--- src/design/xrd_pkg.sv ---
package xrd_pkg;

   localparam logic [63:0] GAMMA_K = 64'h9E3779B97F4A7C15;
   localparam logic [63:0] MIX_A_K = 64'hBF58476D1CE4E5B9;
   localparam logic [63:0] MIX_B_K = 64'h94D049BB133111EB;

   localparam logic [2:0] MODE_LONG  = 3'd0;
   localparam logic [2:0] MODE_INT   = 3'd1;
   localparam logic [2:0] MODE_BELOW = 3'd2;
   localparam logic [2:0] MODE_RANGE = 3'd3;
   localparam logic [2:0] MODE_INCL  = 3'd4;
   localparam logic [2:0] MODE_BOOL  = 3'd5;

   typedef enum logic [1:0] {
      DR_SEED,
      DR_IDLE,
      DR_DIV,
      DR_FINISH
   } draw_state_type;

   typedef enum logic [2:0] {
      SD_IDLE,
      SD_LOAD,
      SD_MULA,
      SD_MID,
      SD_MULB,
      SD_STORE
   } seed_state_type;

   typedef struct packed {
      logic        start;
      logic [63:0] seed;
   } seed_ctrl_type;

   typedef struct packed {
      logic        done;
      logic [63:0] word_a;
      logic [63:0] word_b;
   } seed_status_type;

endpackage

--- src/design/xrd_intf.sv ---
interface xrd_req_if;
   logic               valid;
   logic               ready;
   logic [2:0]         mode;
   logic signed [31:0] bound_low;
   logic signed [31:0] bound_high;

   modport source (output valid, mode, bound_low, bound_high, input ready);
   modport sink (input valid, mode, bound_low, bound_high, output ready);
endinterface

interface xrd_rsp_if;
   logic               valid;
   logic               ready;
   logic signed [63:0] value;
   logic               divide_fault;

   modport source (output valid, value, divide_fault, input ready);
   modport sink (input valid, value, divide_fault, output ready);
endinterface

interface xrd_csr_if;
   logic               valid;
   logic               ready;
   logic signed [63:0] seed;

   modport source (output valid, seed, input ready);
   modport sink (input valid, seed, output ready);
endinterface

--- src/design/xrd_seeder.sv ---
module xrd_seeder (
   input  logic                     clock,
   input  logic                     reset,
   input  xrd_pkg::seed_ctrl_type   ctrl,
   output xrd_pkg::seed_status_type stat
);
   import xrd_pkg::*;

   localparam logic [5:0] MulLast = 6'd63;

   seed_state_type state_ff, state_in;
   logic [63:0] zbase_ff, zbase_in;
   logic [63:0] mcand_ff, mcand_in;
   logic [63:0] mplier_ff, mplier_in;
   logic [63:0] acc_ff, acc_in;
   logic [63:0] first_ff, first_in;
   logic        sel_ff, sel_in;
   logic [5:0]  cnt_ff, cnt_in;
   logic [63:0] sum;
   logic [63:0] mixed;
   logic        both_zero;

   // One multiplier bit per cycle: shift-and-add keeps the low 64 bits only.
   assign sum       = acc_ff + (mplier_ff[0] ? mcand_ff : 64'd0);
   assign mixed     = acc_ff ^ (acc_ff >> 31);
   assign both_zero = (first_ff == 64'd0) && (mixed == 64'd0);

   always_comb begin
      state_in = state_ff;
      case (state_ff)
         SD_IDLE: begin
            if (ctrl.start) state_in = SD_LOAD;
         end
         SD_LOAD:  state_in = SD_MULA;
         SD_MULA: begin
            if (cnt_ff == MulLast) state_in = SD_MID;
         end
         SD_MID:   state_in = SD_MULB;
         SD_MULB: begin
            if (cnt_ff == MulLast) state_in = SD_STORE;
         end
         SD_STORE: state_in = sel_ff ? SD_IDLE : SD_LOAD;
         default:  state_in = SD_IDLE;
      endcase
   end

   always_comb begin
      zbase_in  = zbase_ff;
      mcand_in  = mcand_ff;
      mplier_in = mplier_ff;
      acc_in    = acc_ff;
      first_in  = first_ff;
      sel_in    = sel_ff;
      cnt_in    = cnt_ff;
      case (state_ff)
         SD_IDLE: begin
            if (ctrl.start) begin
               zbase_in = ctrl.seed + GAMMA_K;
               sel_in   = 1'b0;
            end
         end
         SD_LOAD: begin
            mcand_in  = zbase_ff ^ (zbase_ff >> 30);
            mplier_in = MIX_A_K;
            acc_in    = 64'd0;
            cnt_in    = 6'd0;
         end
         SD_MULA, SD_MULB: begin
            acc_in    = sum;
            mcand_in  = mcand_ff << 1;
            mplier_in = mplier_ff >> 1;
            cnt_in    = cnt_ff + 6'd1;
         end
         SD_MID: begin
            mcand_in  = acc_ff ^ (acc_ff >> 27);
            mplier_in = MIX_B_K;
            acc_in    = 64'd0;
            cnt_in    = 6'd0;
         end
         SD_STORE: begin
            if (!sel_ff) begin
               first_in = mixed;
               zbase_in = zbase_ff + GAMMA_K;
               sel_in   = 1'b1;
            end
         end
         default: begin
            sel_in = sel_ff;
         end
      endcase
   end

   assign stat.done   = (state_ff == SD_STORE) && sel_ff;
   assign stat.word_a = both_zero ? GAMMA_K : first_ff;
   assign stat.word_b = both_zero ? ~GAMMA_K : mixed;

   // Reset starts a reload from seed zero.
   always_ff @(posedge clock) begin
      if (reset) begin
         state_ff <= SD_LOAD;
         zbase_ff <= GAMMA_K;
         sel_ff   <= 1'b0;
      end else begin
         state_ff <= state_in;
         zbase_ff <= zbase_in;
         sel_ff   <= sel_in;
      end
   end

   always_ff @(posedge clock) begin
      mcand_ff  <= mcand_in;
      mplier_ff <= mplier_in;
      acc_ff    <= acc_in;
      first_ff  <= first_in;
      cnt_ff    <= cnt_in;
   end

endmodule

--- src/design/xoroshiro128pp_random_draw_unit.sv ---
// xoroshiro128++ draw unit.
// req_port carries one draw request per beat: mode, bound_low and bound_high.
// rsp_port returns one beat per request: the drawn value and divide_fault.
// csr_port takes the 64-bit seed; a write reloads the generator through two
// splitmix64 rounds and is taken only while the unit is idle.
// The splitmix64 multiplies run bit-serially in a shift-and-add unit, one
// multiplier bit per cycle. Reset starts the same reload with seed zero;
// req_ready and csr_ready stay low until it ends. Long, int and boolean
// draws, bound draws with a zero bound, range draws with a zero span and
// unused modes go straight to the finish state. Below, inclusive and the
// other range draws run a restoring remainder over the 31 draw bits, one
// bit per cycle, before the finish state. From the finish state the result
// is registered into the output register once it is free; only then is a
// new request accepted. The result sits in an output register; while the
// receiver stalls, the next request is still accepted and worked on, and
// its result waits in the unit until the output register is free.
module xoroshiro128pp_random_draw_unit (
   input logic        clock,
   input logic        reset,
   xrd_req_if.sink    req_port,
   xrd_rsp_if.source  rsp_port,
   xrd_csr_if.sink    csr_port
);
   import xrd_pkg::*;

   localparam logic [4:0] DivLast = 5'd30;

   draw_state_type  state_ff, state_in;
   seed_ctrl_type   seed_ctrl;
   seed_status_type seed_stat;

   logic [63:0] word_a_ff, word_a_in;
   logic [63:0] word_b_ff, word_b_in;
   logic [2:0]  mode_ff, mode_in;
   logic [31:0] low_ff, low_in;
   logic [63:0] rnd_ff, rnd_in;
   logic [31:0] mag_ff, mag_in;
   logic        zero_ff, zero_in;
   logic [30:0] num_ff, num_in;
   logic [31:0] rem_ff, rem_in;
   logic [4:0]  cnt_ff, cnt_in;
   logic        rsp_valid_ff, rsp_valid_in;
   logic [63:0] rsp_value_ff, rsp_value_in;
   logic        rsp_fault_ff, rsp_fault_in;

   logic        req_take;
   logic        csr_take;
   logic        out_free;
   logic [31:0] divisor;
   logic        div_zero;
   logic        take_draw;
   logic        needs_div;
   logic [63:0] step_sum;
   logic [63:0] step_out;
   logic [63:0] step_x;
   logic [63:0] next_a;
   logic [63:0] next_b;
   logic [31:0] trial;
   logic [31:0] range_sum;
   logic [63:0] result_value;
   logic        result_fault;

   assign csr_port.ready = (state_ff == DR_IDLE);
   assign req_port.ready = (state_ff == DR_IDLE) && !csr_port.valid;
   assign csr_take       = csr_port.valid && csr_port.ready;
   assign req_take       = req_port.valid && req_port.ready;
   assign out_free       = !rsp_valid_ff || rsp_port.ready;

   assign seed_ctrl.start = csr_take;
   assign seed_ctrl.seed  = csr_port.seed;

   xrd_seeder u_seeder (
      .clock (clock),
      .reset (reset),
      .ctrl  (seed_ctrl),
      .stat  (seed_stat)
   );

   // Divisor of the request, wrapped to 32 bits.
   always_comb begin
      case (req_port.mode)
         MODE_RANGE: divisor = req_port.bound_high - req_port.bound_low;
         MODE_INCL:  divisor = req_port.bound_high + 32'd1;
         default:    divisor = req_port.bound_high;
      endcase
   end

   assign div_zero = (divisor == 32'd0);

   always_comb begin
      case (req_port.mode)
         MODE_LONG, MODE_INT, MODE_BOOL, MODE_RANGE: take_draw = 1'b1;
         MODE_BELOW, MODE_INCL:                      take_draw = !div_zero;
         default:                                    take_draw = 1'b0;
      endcase
   end

   assign needs_div = (req_port.mode inside {MODE_BELOW, MODE_INCL, MODE_RANGE}) && !div_zero;

   // One xoroshiro128++ step.
   assign step_sum = word_a_ff + word_b_ff;
   assign step_out = {step_sum[46:0], step_sum[63:47]} + word_a_ff;
   assign step_x   = word_a_ff ^ word_b_ff;
   assign next_a   = {word_a_ff[14:0], word_a_ff[63:15]} ^ step_x ^ (step_x << 21);
   assign next_b   = {step_x[35:0], step_x[63:36]};

   assign trial     = {rem_ff[30:0], num_ff[30]};
   assign range_sum = low_ff + rem_ff;

   always_comb begin
      result_fault = 1'b0;
      case (mode_ff)
         MODE_LONG:  result_value = rnd_ff;
         MODE_INT:   result_value = {33'd0, rnd_ff[30:0]};
         MODE_BELOW, MODE_INCL: begin
            result_value = zero_ff ? 64'd0 : {32'd0, rem_ff};
         end
         MODE_RANGE: begin
            if (zero_ff) begin
               result_value = {{32{low_ff[31]}}, low_ff};
               result_fault = 1'b1;
            end else begin
               result_value = {{32{range_sum[31]}}, range_sum};
            end
         end
         MODE_BOOL:  result_value = {63'd0, rnd_ff[0]};
         default:    result_value = 64'd0;
      endcase
   end

   always_comb begin
      state_in = state_ff;
      case (state_ff)
         DR_SEED: begin
            if (seed_stat.done) state_in = DR_IDLE;
         end
         DR_IDLE: begin
            if (csr_take) begin
               state_in = DR_SEED;
            end else if (req_take) begin
               state_in = needs_div ? DR_DIV : DR_FINISH;
            end
         end
         DR_DIV: begin
            if (cnt_ff == DivLast) state_in = DR_FINISH;
         end
         DR_FINISH: begin
            if (out_free) state_in = DR_IDLE;
         end
         default: state_in = DR_SEED;
      endcase
   end

   always_comb begin
      word_a_in    = word_a_ff;
      word_b_in    = word_b_ff;
      mode_in      = mode_ff;
      low_in       = low_ff;
      rnd_in       = rnd_ff;
      mag_in       = mag_ff;
      zero_in      = zero_ff;
      num_in       = num_ff;
      rem_in       = rem_ff;
      cnt_in       = cnt_ff;
      rsp_valid_in = rsp_valid_ff && !rsp_port.ready;
      rsp_value_in = rsp_value_ff;
      rsp_fault_in = rsp_fault_ff;
      case (state_ff)
         DR_SEED: begin
            if (seed_stat.done) begin
               word_a_in = seed_stat.word_a;
               word_b_in = seed_stat.word_b;
            end
         end
         DR_IDLE: begin
            if (req_take) begin
               mode_in = req_port.mode;
               low_in  = req_port.bound_low;
               rnd_in  = step_out;
               zero_in = div_zero;
               // A divisor of -2^31 gives a magnitude of 2^31 here.
               mag_in  = divisor[31] ? (~divisor + 32'd1) : divisor;
               num_in  = step_out[30:0];
               rem_in  = 32'd0;
               cnt_in  = 5'd0;
               if (take_draw) begin
                  word_a_in = next_a;
                  word_b_in = next_b;
               end
            end
         end
         DR_DIV: begin
            rem_in = (trial >= mag_ff) ? (trial - mag_ff) : trial;
            num_in = num_ff << 1;
            cnt_in = cnt_ff + 5'd1;
         end
         DR_FINISH: begin
            if (out_free) begin
               rsp_valid_in = 1'b1;
               rsp_value_in = result_value;
               rsp_fault_in = result_fault;
            end
         end
         default: begin
            cnt_in = cnt_ff;
         end
      endcase
   end

   assign rsp_port.valid        = rsp_valid_ff;
   assign rsp_port.value        = rsp_value_ff;
   assign rsp_port.divide_fault = rsp_fault_ff;

   always_ff @(posedge clock) begin
      if (reset) begin
         state_ff     <= DR_SEED;
         rsp_valid_ff <= 1'b0;
      end else begin
         state_ff     <= state_in;
         rsp_valid_ff <= rsp_valid_in;
      end
   end

   always_ff @(posedge clock) begin
      word_a_ff    <= word_a_in;
      word_b_ff    <= word_b_in;
      mode_ff      <= mode_in;
      low_ff       <= low_in;
      rnd_ff       <= rnd_in;
      mag_ff       <= mag_in;
      zero_ff      <= zero_in;
      num_ff       <= num_in;
      rem_ff       <= rem_in;
      cnt_ff       <= cnt_in;
      rsp_value_ff <= rsp_value_in;
      rsp_fault_ff <= rsp_fault_in;
   end

endmodule

--- src/flat_wrapper.sv ---
// flat-port wrapper written by rule: the top's interface ports become plain ports
module xoroshiro128pp_random_draw_unit_flat import xrd_pkg::*;
  (clock, reset, req_port_valid, req_port_mode, req_port_bound_low, req_port_bound_high, req_port_ready, rsp_port_valid, rsp_port_value, rsp_port_divide_fault, rsp_port_ready, csr_port_valid, csr_port_seed, csr_port_ready);
  xrd_req_if req_port_i ();
  xrd_rsp_if rsp_port_i ();
  xrd_csr_if csr_port_i ();
  input logic clock;
  input logic reset;
  input wire logic [$bits(req_port_i.valid)-1:0] req_port_valid;
  input wire logic [$bits(req_port_i.mode)-1:0] req_port_mode;
  input wire logic [$bits(req_port_i.bound_low)-1:0] req_port_bound_low;
  input wire logic [$bits(req_port_i.bound_high)-1:0] req_port_bound_high;
  output wire logic [$bits(req_port_i.ready)-1:0] req_port_ready;
  output wire logic [$bits(rsp_port_i.valid)-1:0] rsp_port_valid;
  output wire logic [$bits(rsp_port_i.value)-1:0] rsp_port_value;
  output wire logic [$bits(rsp_port_i.divide_fault)-1:0] rsp_port_divide_fault;
  input wire logic [$bits(rsp_port_i.ready)-1:0] rsp_port_ready;
  input wire logic [$bits(csr_port_i.valid)-1:0] csr_port_valid;
  input wire logic [$bits(csr_port_i.seed)-1:0] csr_port_seed;
  output wire logic [$bits(csr_port_i.ready)-1:0] csr_port_ready;
  assign req_port_i.valid = req_port_valid;
  assign req_port_i.mode = req_port_mode;
  assign req_port_i.bound_low = req_port_bound_low;
  assign req_port_i.bound_high = req_port_bound_high;
  assign req_port_ready = req_port_i.ready;
  assign rsp_port_valid = rsp_port_i.valid;
  assign rsp_port_value = rsp_port_i.value;
  assign rsp_port_divide_fault = rsp_port_i.divide_fault;
  assign rsp_port_i.ready = rsp_port_ready;
  assign csr_port_i.valid = csr_port_valid;
  assign csr_port_i.seed = csr_port_seed;
  assign csr_port_ready = csr_port_i.ready;
  xoroshiro128pp_random_draw_unit u_core (.clock(clock), .reset(reset), .req_port(req_port_i), .rsp_port(rsp_port_i), .csr_port(csr_port_i));
endmodule
--- config.mk ---
export PLATFORM = sky130hd
export DESIGN_NAME = xoroshiro128pp_random_draw_unit_flat
export DESIGN_NICKNAME = d
export VERILOG_FILES = /design/src/design/xrd_pkg.sv /design/src/design/xrd_intf.sv /design/src/design/xrd_seeder.sv /design/src/design/xoroshiro128pp_random_draw_unit.sv /design/src/flat_wrapper.sv
export SDC_FILE = /design/constraint.sdc
export NUM_CORES = 2
export LEC_CHECK = 0
export ABC_AREA = 1
export BUFFER_PORTS_ARGS = -buffer_cell sky130_fd_sc_hd__buf_2
export CAP_MARGIN = 5
export CORE_ASPECT_RATIO = 1.4
export CORE_MARGIN = 10
export CORE_UTILIZATION = 40
export CTS_BUF_LIST = sky130_fd_sc_hd__clkbuf_8
export DETAILED_ROUTE_END_ITERATION = 7
export SLEW_MARGIN = 20
export SYNTH_ARGS = -nofsm -noshare
export SYNTH_HDL_FRONTEND = slang
export SYNTH_SLANG_ARGS = --single-unit
--- constraint.sdc ---
create_clock -name clock -period 22.3 [get_ports clock]
set_clock_uncertainty 0.05 [all_clocks]
set_input_delay 3.345 -clock clock [delete_from_list [all_inputs] [get_ports clock]]
set_output_delay 3.345 -clock clock [all_outputs]
set_load 0.005 [all_outputs]
# --- Yosys cells after proc, flatten, opt, wreduce, memory -nomap -nowiden ---
# Index checks and enable logic that the tools add are counted.
word_totals:
  register_bits: 726
  input_bits: 136
  word_cells: 161
  output_inout_bits: 68
classes:
  reduce_logical: 39
  muxes: 48
  n_bitwise: 8
  addsub: 12
  eq_ne: 30
  n_lt_le_gt_ge: 1
op_table:
  columns: ["operator", "count"]
  rows:
  - ["$mux 64", 12]
  - ["$pmux 64 s2", 4]
  - ["$pmux 64 s3", 2]
  - ["$pmux 64 s5", 1]
  - ["$add 64x64->64", 3]
  - ["$xor 64x64->64", 3]
  - ["$add 64x64->64 const B", 2]
  - ["$logic_not 64->1", 2]
  - ["$pmux 32 s2", 2]
  - ["$mux 32", 3]
  - ["$add 32x1->32 const B", 2]
  - ["$sub 32x32->32", 2]
  - ["$xor 64x33->64", 1]
  - ["$xor 64x34->64", 1]
  - ["$xor 64x37->64", 1]
  - ["$mux 31", 2]
  - ["$pmux 31 s2", 1]
  - ["$add 32x32->32", 1]
  - ["$ge 32x32->1", 1]
  - ["$logic_not 32->1", 1]
  - ["$not 32->32", 1]
  - ["$eq 3x2->1 const B", 6]
  - ["$eq 3x3->1 const B", 6]
  - ["$pmux 3 s6", 1]
  - ["31 further kinds", 77]

# --- Longest topological paths before layout ---
depth:
  depth_word: 9
  ltp_mapped: 32

# --- Cells and area by module ---
# A second synthesis with hierarchy kept.
unflattened:
  cells_unflattened: 8127
  area_unflattened_um2: 58061.9
modules_own_cells:
  columns: ["module", "area_each_um2", "cells_per_inst", "instances"]
  rows:
  - ["xoroshiro128pp_random_draw_unit", 33503.4, 4551, 1]
  - ["xrd_seeder", 24558.6, 3576, 1]

# --- Least setup slack after synthesis ---
# Ideal clock, no wire load.
synth_path:
  path_type: "input-to-reg"
  from: "input req_port_bound_high[0]"
  to: "register u_core.word_a_ff[0] (enable)"
  required_time_ns: 21.591
  setup_time_ns: 0.659
  slack_ns: 10.287
  path_stages: 18
  arrival_time_ns: 11.305
  path_cell_list: "inv_1 -> ha_1 -> fa_1 -> inv_1 -> nand3_1 -> nand2_1 -> nand2_1 -> nand2_1 -> nand3_1 -> nand3b_1 -> nand3_1 -> nand2_1 -> nor2_1 -> nand2_1 -> nor2_1 -> nand3_1 -> nand3_1 -> a21oi_1"
synth_between:
  elab_chain_len: 7
synth_rtl:
  columns: ["item", "line_no", "rtl"]
  rows:
  - ["from (decl)", "flat_wrapper.sv:12", "input wire logic [$bits(req_port_i.bound_high)-1:0] req_port_bound_high;"]
  - ["$add 32x1->32 / $sub 32x32->32 (equally long branches)", "xoroshiro128pp_random_draw_unit.sv:83, xoroshiro128pp_random_draw_unit.sv:82", null]
  - ["$pmux 32 s2 (*)", "xoroshiro128pp_random_draw_unit.sv:81", "case (req_port.mode)"]
  - ["$logic_not 32->1 (*)", "xoroshiro128pp_random_draw_unit.sv:88", "assign div_zero = (divisor == 32'd0);"]
  - ["$logic_not 1->1 (*)", "xoroshiro128pp_random_draw_unit.sv:93", "MODE_BELOW, MODE_INCL: take_draw = !div_zero;"]
  - ["$pmux 1 s2 (*)", "xoroshiro128pp_random_draw_unit.sv:91", "case (req_port.mode)"]
  - ["$ne 2x2->1 (no source line) (*)", null, null]
  - ["$reduce_and 4->1 (no source line) (*)", null, null]
  - ["to (signal assigned)", "xoroshiro128pp_random_draw_unit.sv:225", "word_a_ff <= word_a_in;"]
  - ["to (decl)", "xoroshiro128pp_random_draw_unit.sv:32", "logic [63:0] word_a_ff, word_a_in;"]
# Every way passes the cells marked *; elsewhere a longest branch is shown, timed or not.
# A chain may end at the register's enable or synchronous reset.

# --- Worst setup path in the final report ---
layout_path:
  from: "input req_port_mode[1]"
  to: "register u_core.word_b_ff[57] (enable)"
layout_between:
  elab_chain_len: 7
layout_rtl:
  columns: ["item", "line_no", "rtl"]
  rows:
  - ["from (decl)", "flat_wrapper.sv:10", "input wire logic [$bits(req_port_i.mode)-1:0] req_port_mode;"]
  - ["$eq 3x3->1 / $eq 3x2->1 (equally long branches)", "xoroshiro128pp_random_draw_unit.sv:81, xoroshiro128pp_random_draw_unit.sv:91", null]
  - ["$pmux 32 s2", "xoroshiro128pp_random_draw_unit.sv:81", null]
  - ["$logic_not 32->1", "xoroshiro128pp_random_draw_unit.sv:88", null]
  - ["$logic_not 1->1", "xoroshiro128pp_random_draw_unit.sv:93", null]
  - ["$pmux 1 s2 (*)", "xoroshiro128pp_random_draw_unit.sv:91", null]
  - ["$ne 2x2->1 (no source line) (*)", null, null]
  - ["$reduce_and 4->1 (no source line) (*)", null, null]
  - ["to (signal assigned)", "xoroshiro128pp_random_draw_unit.sv:226", "word_b_ff <= word_b_in;"]
  - ["to (decl)", "xoroshiro128pp_random_draw_unit.sv:33", "logic [63:0] word_b_ff, word_b_in;"]
# Marks and branches as above.

==> results.md <==
- Final wirelength: 262000 um
- I/O pin count: 204
- Status: finished clean
- Final setup viols: 0
- CP most frequent cell: nand3_1
- CP Data Required Time: 22770 ps
- Max_slew headroom: 26.2%
- Post-route DRC violation count: 0
- Met3 GRT Util: 5.40%
- Sinks on Clock Net: 726
- Critical R2R Launch: u_core.word_a_ff[1]
- R2R setup slack: 14750 ps
- CTS tree: done
- Total grt overflow: 0
- Hold path startpoint: u_core.rnd_ff[50]
- RSZ-0062 raised after global routing: no
- DR iter-0 viols: 4639
- Std cell rows: 161
- Highest clock rate: 131 MHz
- Least-Margin Pin Slew: 1110 ps
- CP Buf/Inv Count: 5
- Die Area: 154000 um^2
- Max incr delay on CP: 850 ps
- Synthesized area: 55400 um^2
- TNS Setup: 0 ps
- Grt peak-use layer: met2
- Register area share after synthesis: 38.1%
- DR vias: 53800
- Initial Utilization: 40.2%
- Initial antenna violation count: 23
- Worst-path fanout max: 74
- Post-synth EDFFs: 655
- Reg2Reg Depth: 26
- Synth warn: 0
- Critical path arrival: 8130 ps
- Final nets: 8044
- CP Launch Type: input pin
- Share of layout cells above drive strength 1: 8.43%
- Cells along the critical path: buf_2 > nor2_1 > nand2_1 > inv_1 > nand2_1 > o21ai_0 > a21oi_1 > ha_1 > inv_1 > nor2_1 > nand3_1 > nor2_1 > nand3_1 > nor3_1 > nand3_1 > nand3_1 > a21oi_4 > buf_4 > buf_4
- Synth async-reset ratio: 0%
- Worst Hold Path Cells: 2
- Synth Net Count: 7865
- Count of cell types in the netlist: 67
- Post-synthesis cell count: 7430
- Largest net degree at the start of global routing: 82
- Clk root buf: clkbuf_8
- Worst hold path class: flip-flop to flip-flop
- Die Width: 334 um
- Hold-fix buffers at CTS: 0
- Commonest non-fill, non-tap cell in the layout: nand2_1
- Final GP Congestion: 1.06
- Main synth FF type: edfxtp_1
- H-tree depth: 4
- Kind of critical path: input pin to flip-flop
- Post-DP HPWL: 212000 um
- Cts bufs inserted: 131
- Most frequent cells in the layout: nand2_1, inv_1, nor2_1, edfxtp_1, a21oi_1
- Max-cap violations: 0
- GRT Total Usage: 33.1%
- Critical path's slowest cell: inv_1
- Setup crit end kind: flip-flop
- Via density: 5.65
- Met2 Use GR: 57.5%
- Reg-to-reg critical path endpoint: u_core.rnd_ff[57]
- Clk_lat worst skew: 920 ps
- Max Root-Sink Buffers: 3
- I/O Buffers: 203
- Post-synthesis area per instance: 7.45 um^2
- Drt first pass iters: 8
- Met1 Resource Use GR: 35.6%
- Worst-path clk slew: 60 ps
- Area grow syn2layout: 9.85%
- Synthesized flop and latch total: 726
- Average wire per standard cell: 27.5 um
- Post-CTS Setup Inserts: 0
- Cell family with most CP delay: buffers and inverters
- Post-cts resize count: 0
- Post-layout min period: 7660 ps
- Via count of the first global-routing pass: 52700
- Core Box Area: 138000 um^2
- Chip Height: 460 um
- Worst Hold End: u_core.rsp_port.value[50]
- First-pass GRT wire length: 370000 um
- Antenna Violating Nets Remaining: 0
- Final Cycle Share: 34.4%
- Final hold violations: 0
- Pins Over Slew Limit: 0
## cells by family after synthesis
group / after synthesis / share of synthesized area, %
compound gates: 1558 / 16.3
buf+inv: 1265 / 8.78
flops: 726 / 38.1
simple gates: 3221 / 24.3
xor+xnor: 360 / 5.70
fa+ha+maj: 299 / 6.84
mux: 1 / 0.0249
## worst register-to-register path: stages (launching register included)
cell and delay (ps):
edfxtp_1 720, inv_1 220, fa_1 470, inv_1 70, nand3_1 60, nand2_1 170, a21boi_1 130, o21ai_0 310
a21oi_1 250, o21ai_1 490, a21oi_1 260, o21ai_1 310, nand3_1 150, nand3_1 90, nand2_1 260, ha_1 470
nand2_1 70, inv_1 50, a21oi_1 80, o21ai_1 330, a21oi_1 250, o21ai_0 450, a21oi_1 240, o21ai_0 790
nand3_1 320, nand3_1 150, nand2_1 70
## layout make-up
type	instances	area (um^2)
clock inverters	100	654
clock buffers	136	1870
inverters	1057	3980
well taps	1793	2240
multi-input cells	5439	29500
repair buffers	254	1400
fillers	14600	76800
diodes	9	22.5
flip-flops and latches	726	21100
## through the flow
stage                     cell area, um^2  hold WS [ps]  instances  worst slack, ps  utilization, %
after floorplan                     55400           393       7430            10290               -
after global placement              58200           435       9269            13850            42.3
after detailed placement            58200           439       9269            13860            42.3
after CTS                           60800           436       9505            14830            44.2
after global routing                60800           465       9511            14360            44.2
final                               60800           448       9514            14640            44.2
## flip-flops by register name, summed over array words and instances (netlist names), 2 cells and up
signal,count
u_core.u_seeder.cnt_ff,6
u_core.num_ff,31
u_core.mode_ff,3
u_core.word_a_ff,64
u_core.rsp_port.value,64
u_core.u_seeder.state_ff,3
u_core.u_seeder.first_ff,64
u_core.u_seeder.zbase_ff,64
u_core.word_b_ff,64
u_core.state_ff,2
u_core.mag_ff,32
u_core.u_seeder.acc_ff,64
u_core.low_ff,32
u_core.u_seeder.mplier_ff,64
u_core.rem_ff,32
u_core.cnt_ff,5
u_core.rnd_ff,64
u_core.u_seeder.mcand_ff,64
## per-layer routing
metal,vias to the layer above,share of wire [%]
li1,25300,-
met3,732,5.7
met4,8,9.3
met2,2266,48
met5,-,0.019
met1,25500,37
## cells in the mapped netlist, types with 65 or more instances
master    instances  area share (%)
inv_1          1025             7.0
clkbuf_1        164             1.1
xnor2_1         160             2.5
nand3_1         342             3.1
a31oi_1          65            0.73
o21ai_0         496             4.5
or2_2            65            0.73
nand4_1          80            0.90
edfxtp_1        655              36
ha_1            293             6.6
nand2_1        1807              12
nor3_1           69            0.62
xor2_1          200             3.2
nor2_1          717             4.9
a21oi_1         579             5.2
dfxtp_1          71             2.6
## how the worst max path moves through the flow
stage	from	end	cells past startpoint
finish	req_port_mode[1]	u_core.word_b_ff[57]	19
global route	req_port_mode[1]	u_core.word_b_ff[57]	19
CTS	req_port_mode[1]	u_core.word_b_ff[57]	19
detailed placement	req_port_mode[1]	u_core.word_b_ff[61]	19
global placement	req_port_mode[1]	u_core.word_a_ff[60]	19
floorplan	req_port_bound_high[0]	u_core.word_a_ff[0]	18
Power is left out: the tool's default activity adds up to more than one toggle a clock period on the data nets, which glitch-free logic cannot reach.
